--- src/hw/rtl/pcbp_ram.sv ---
// ============================================================================
// pcbp_ram
// Generic single-port-write, single-port-read RAM with registered read data.
// ============================================================================
module pcbp_ram #(
    parameter int WIDTH = 8,
    parameter int DEPTH = 256
) (
    input  logic                     i_clk,
    input  logic                     i_we,
    input  logic [$clog2(DEPTH)-1:0] i_waddr,
    input  logic [WIDTH-1:0]         i_wdata,
    input  logic                     i_re,
    input  logic [$clog2(DEPTH)-1:0] i_raddr,
    output logic [WIDTH-1:0]         o_rdata
);

    logic [WIDTH-1:0] r_mem [DEPTH];
    logic [WIDTH-1:0] r_rdata;

    always_ff @(posedge i_clk) begin
        if (i_we) begin
            r_mem[i_waddr] <= i_wdata;
        end
        if (i_re) begin
            r_rdata <= r_mem[i_raddr];
        end
    end

    assign o_rdata = r_rdata;

endmodule

--- config.mk ---
export PLATFORM = sky130hd
export DESIGN_NAME = pcbp_ram
export DESIGN_NICKNAME = d
export VERILOG_FILES = /design/src/hw/rtl/pcbp_ram.sv
export SDC_FILE = /design/constraint.sdc
export NUM_CORES = 2
export LEC_CHECK = 0
export ABC_CLOCK_PERIOD_IN_PS = 2450
export CAP_MARGIN = 0
export CELL_PAD_IN_SITES_DETAIL_PLACEMENT = 0
export CELL_PAD_IN_SITES_GLOBAL_PLACEMENT = 2
export CORE_ASPECT_RATIO = 0.5
export CORE_MARGIN = 4
export CORE_UTILIZATION = 40
export DETAILED_ROUTE_END_ITERATION = 12
export DONT_BUFFER_PORTS = 1
export GPL_TIMING_DRIVEN = 1
export PLACE_DENSITY = 0.63
export SYNTH_ARGS = -nofsm -noshare
export SYNTH_HDL_FRONTEND = slang
export SYNTH_SLANG_ARGS = --single-unit
export TNS_END_PERCENT = 30
--- constraint.sdc ---
create_clock -name i_clk -period 2.45 [get_ports i_clk]
set_input_delay 0.49 -clock i_clk [delete_from_list [all_inputs] [get_ports i_clk]]
set_output_delay 0.49 -clock i_clk [all_outputs]
set_load 0.1 [all_outputs]
; ---- Word level (Yosys, flattened, before mapping)
; Memory sizes are Yosys's and may differ from the RTL's. A register that Yosys moved wholly into a read port is not among the register bits.
; Cells that the tools add are included.
[op_classes]
mux = 2
[op_table]
columns = operator, count
row1 = 1-bit 2-to-1 mux, 2
[word_totals]
register_bits = 0
ram_bits = 2048
input_bits = 27
elab_cells = 3
n_memories = 1
[mem_list]
columns = name, words, width, rd, rd_clocked_by_memory_dff, write_ports, line
row1 = r_mem, 256, 8, 1, 1, 1, 18  ; logic [WIDTH-1:0] r_mem [DEPTH];

; ---- Logic depth before layout (Yosys ltp)
[depth]
ltp_word = 2
mapped_depth = 11
ltp_nobuf = 6

; ---- Least setup slack after synthesis
; OpenSTA, ideal clock, no wires.
[synth_timing]
kind = input -> register
startpoint = input port i_raddr[0]
endpoint = register r_rdata[2] (netlist: o_rdata[2]), read port of r_mem (data pin)
setup_time_ns = 0.269
arrival_time_ns = 2.297
setup_slack_ns = -0.116
path_stages = 9
path_buffers = 4
path_cell_list = buf_6 > buf_12 > buf_8 > buf_2 > mux4_2 > a22oi_1 > a21oi_1 > nor4_1 > nor4_2
[synth_rtl]
columns = element, line
row1 = from (decl), 14  ; input logic [$clog2(DEPTH)-1:0] i_raddr,
row2 = to (decl), 19  ; logic [WIDTH-1:0] r_rdata;

==> flow_summary.toml <==
[synth]
syn_area_mm2 = 0.0796
syn-num-nets = 3760
yosys_warnings = 0
synthArstFlopShare_pct = 0
synth_area_per_cell_um2 = 21.3
synth-edff-count = 2056
synth_cell_types = 54
syn_inst = 3733
ys_ff_latch = 2056
yosysSeqAreaShare_pct = 77.5
synth_flop_cell = "edfxtp_1"

[sta]
setup_viol = 8
rsz0062_at_grt = "yes"
period_needed_ns = 2.81
max_freq_mhz = 356
period_share_pct = 115
hold_viol_final = 71
clock_skew_ns = 0.0387
slew_viol_final = 46
timing.slew.headroom_pct = -3.34
finalWorstSetupSlack_ns = -0.360
worst_slew_pin_slew_ns = 1.55
whs_ns = -0.190

[clock_tree]
cts.clk_slew.worst_paths_ns = 0.06
htree_levels = 4
cts.sinks = 2056
clockBufferDepth = 4
clk_latency_ns = 0.85
numCtsBuffers = 192
root_buffer = "clkbuf_16"
cts_tree = "yes"

[route]
antenna_left = 0
drc = 0
drt_iter0_drc = 5171
drt-pass1-iter-count = 5
finalWirelength_um = 224000
wire_per_inst_um = 32.0
via_per_inst = 5.75
num_vias = 40200

[worst_setup_path]
crit_fanout = 446
rrSetupSlack_ns = -0.01
required_ns = 3.09
start_kind = "input pin"
crit_start = "i_raddr[1]"
critPathArrivalTime_ns = 3.45
cp-end-kind = "register"
reg2reg_from = "r_mem[83][4]"
critPathKind = "in -> reg"
r2r-end = "o_rdata[4]"
reg2reg_depth = 6

[floorplanning]
num_rows = 115
initial_core_util_pct = 40.4
ios = 35
dieArea_mm2 = 0.207
die_w_um = 639
fp.dieH_um = 324
core-area_mm2 = 0.197

[finish]
final_common_cell = "edfxtp_1"
drive_gt1_share_pct = 29.4
stdcell_count = 6992
finalInstanceArea_mm2 = 0.0925
syn_to_final_growth_pct = 16.2
nNetsFinal = 4260
final_cell_mix = "2056 x edfxtp_1, 467 x buf_4, 454 x mux4_2, 279 x nor2_1, 194 x clkbuf_16"

[min_path]
whs_path_depth = 0
hold_path_startpoint = "i_wdata[3]"
holdCritPathClass = "in -> reg"
hold-path-endpoint = "r_mem[226][3]"

[run]
max_cap_viol_count = 0

[placement]
placed_area_mm2 = 0.0858
globalplace.congestion = 0.782
dp_cells = 6634
pre_cts_slack_ns = -2.60
dp_hpwl_um = 122000
portBuffers = 0

[run_status]
status = "finished, violations left"
violations = "hold timing, slew limit, setup timing"

[global_route]
grt-ovfl-total = 0
grt_antenna_before_repair = 20
grt_pass1_wl_um = 310000
grt_use_total_pct = 21.1
grt_max_degree = 447
grt_pass1_vias = 40500

[power_and_ir_drop]
p_leak_uw = 0.0292
irDropWorstVdd_mv = 0.543
power-per-cell-area_mw_per_mm2 = 759
-- routing by layer --
layer	up-vias	GRT usage, %	part of all wire (%)
li1	16700	-	-
met3	244	4.09	8.0
met1	21800	31.9	45
met4	0	3.80	1.8
met2	1518	32.4	45
met5	-	0	0
-- through the flow --
stage	TNS, ns	util, %	power, uW
after global routing	-0.234	46.9	72500
after global placement	-19.24	43.5	42500
after CTS	-0.0846	46.6	70400
after floorplan	-0.0383	-	41600
after detailed placement	-19.19	43.5	42500
final	-1.92	46.9	70200
-- final cells by class --
| cell class | count | area, um^2 |
|---|---|---|
| Clock buffer | 237 | 4990 |
| Multi-Input combinational cell | 1442 | 16900 |
| Timing Repair Buffer | 539 | 5000 |
| Inverter | 2 | 7.51 |
| Fill cell | 16300 | 105000 |
| Tap cell | 2632 | 3290 |
| Clock inverter | 81 | 573 |
| Antenna cell | 3 | 7.51 |
| Sequential cell | 2056 | 61700 |
-- how the worst max path moves through the flow --
stage                 end  slack [ns]  depth (start not counted)
4_1_cts        o_rdata[4]       -0.03                          6
5_1_grt        o_rdata[4]       -0.06                          6
3_3_place_gp   o_rdata[6]       -2.67                         10
6_report       o_rdata[4]       -0.36                          9
2_1_floorplan  o_rdata[2]       -0.01                          9
3_5_place_dp   o_rdata[6]       -2.60                         10
-- cell families (layout without fill, tap and decap cells) --
logic type             after synthesis  in the layout  share of synthesized area (%)
buffers and inverters              235            859                           1.83
multiplexers                       591            591                           14.6
AND/OR/NAND/NOR                    466            466                           2.63
other                                0              3                              0
flip-flops                        2056           2056                           77.5
AO/OA/AOI/OAI                      385            385                           3.42
-- synth_stat cells, drive strengths merged, types with 12 or more instances --
cell type     n  area (um^2)
clkbuf      111          417
nor3         22          110
o21ai        12         60.1
nor4         27          188
a211oi       16          120
mux4        456        10300
buf         122         1030
edfxtp     2056        61700
nand3        34          170
mux2i       134         1340
a221oi       14          129
a22oi       133          998
o221ai       47          418
a21oi        96          480
nand2        33          124
nor2        282         1060
o22ai        28          175
nor2b        31          194
-- what timing repair did --
item,4_1_cts,5_1_grt
hold buffers,6,19
gates resized for setup,36,27
hold endpoints to repair,1751,475
setup endpoints to repair,10,8
pin swaps,11,7
cloned,9,1
buffers inserted,0,2
-- power breakdown --
part           switching (uW)  internal, uW
sequential               60.5         38800
combinational            2150          1520
clock                   12500         15200
total                   14700         55500
-- flip-flops by register name, indices dropped and copies added (netlist names) --
name     flops
r_mem     2048
o_rdata      8
-- worst max-delay path, cell delays in order --
cell	delay, ns
or3b_4	0.94
buf_4	0.18
o22ai_1	0.16
o21ai_0	0.11
buf_4	0.15
nand3_1	0.23
nor4_1	0.10
buf_4	0.17
nor4_1	0.17
(Power assumes the default switching activity.)
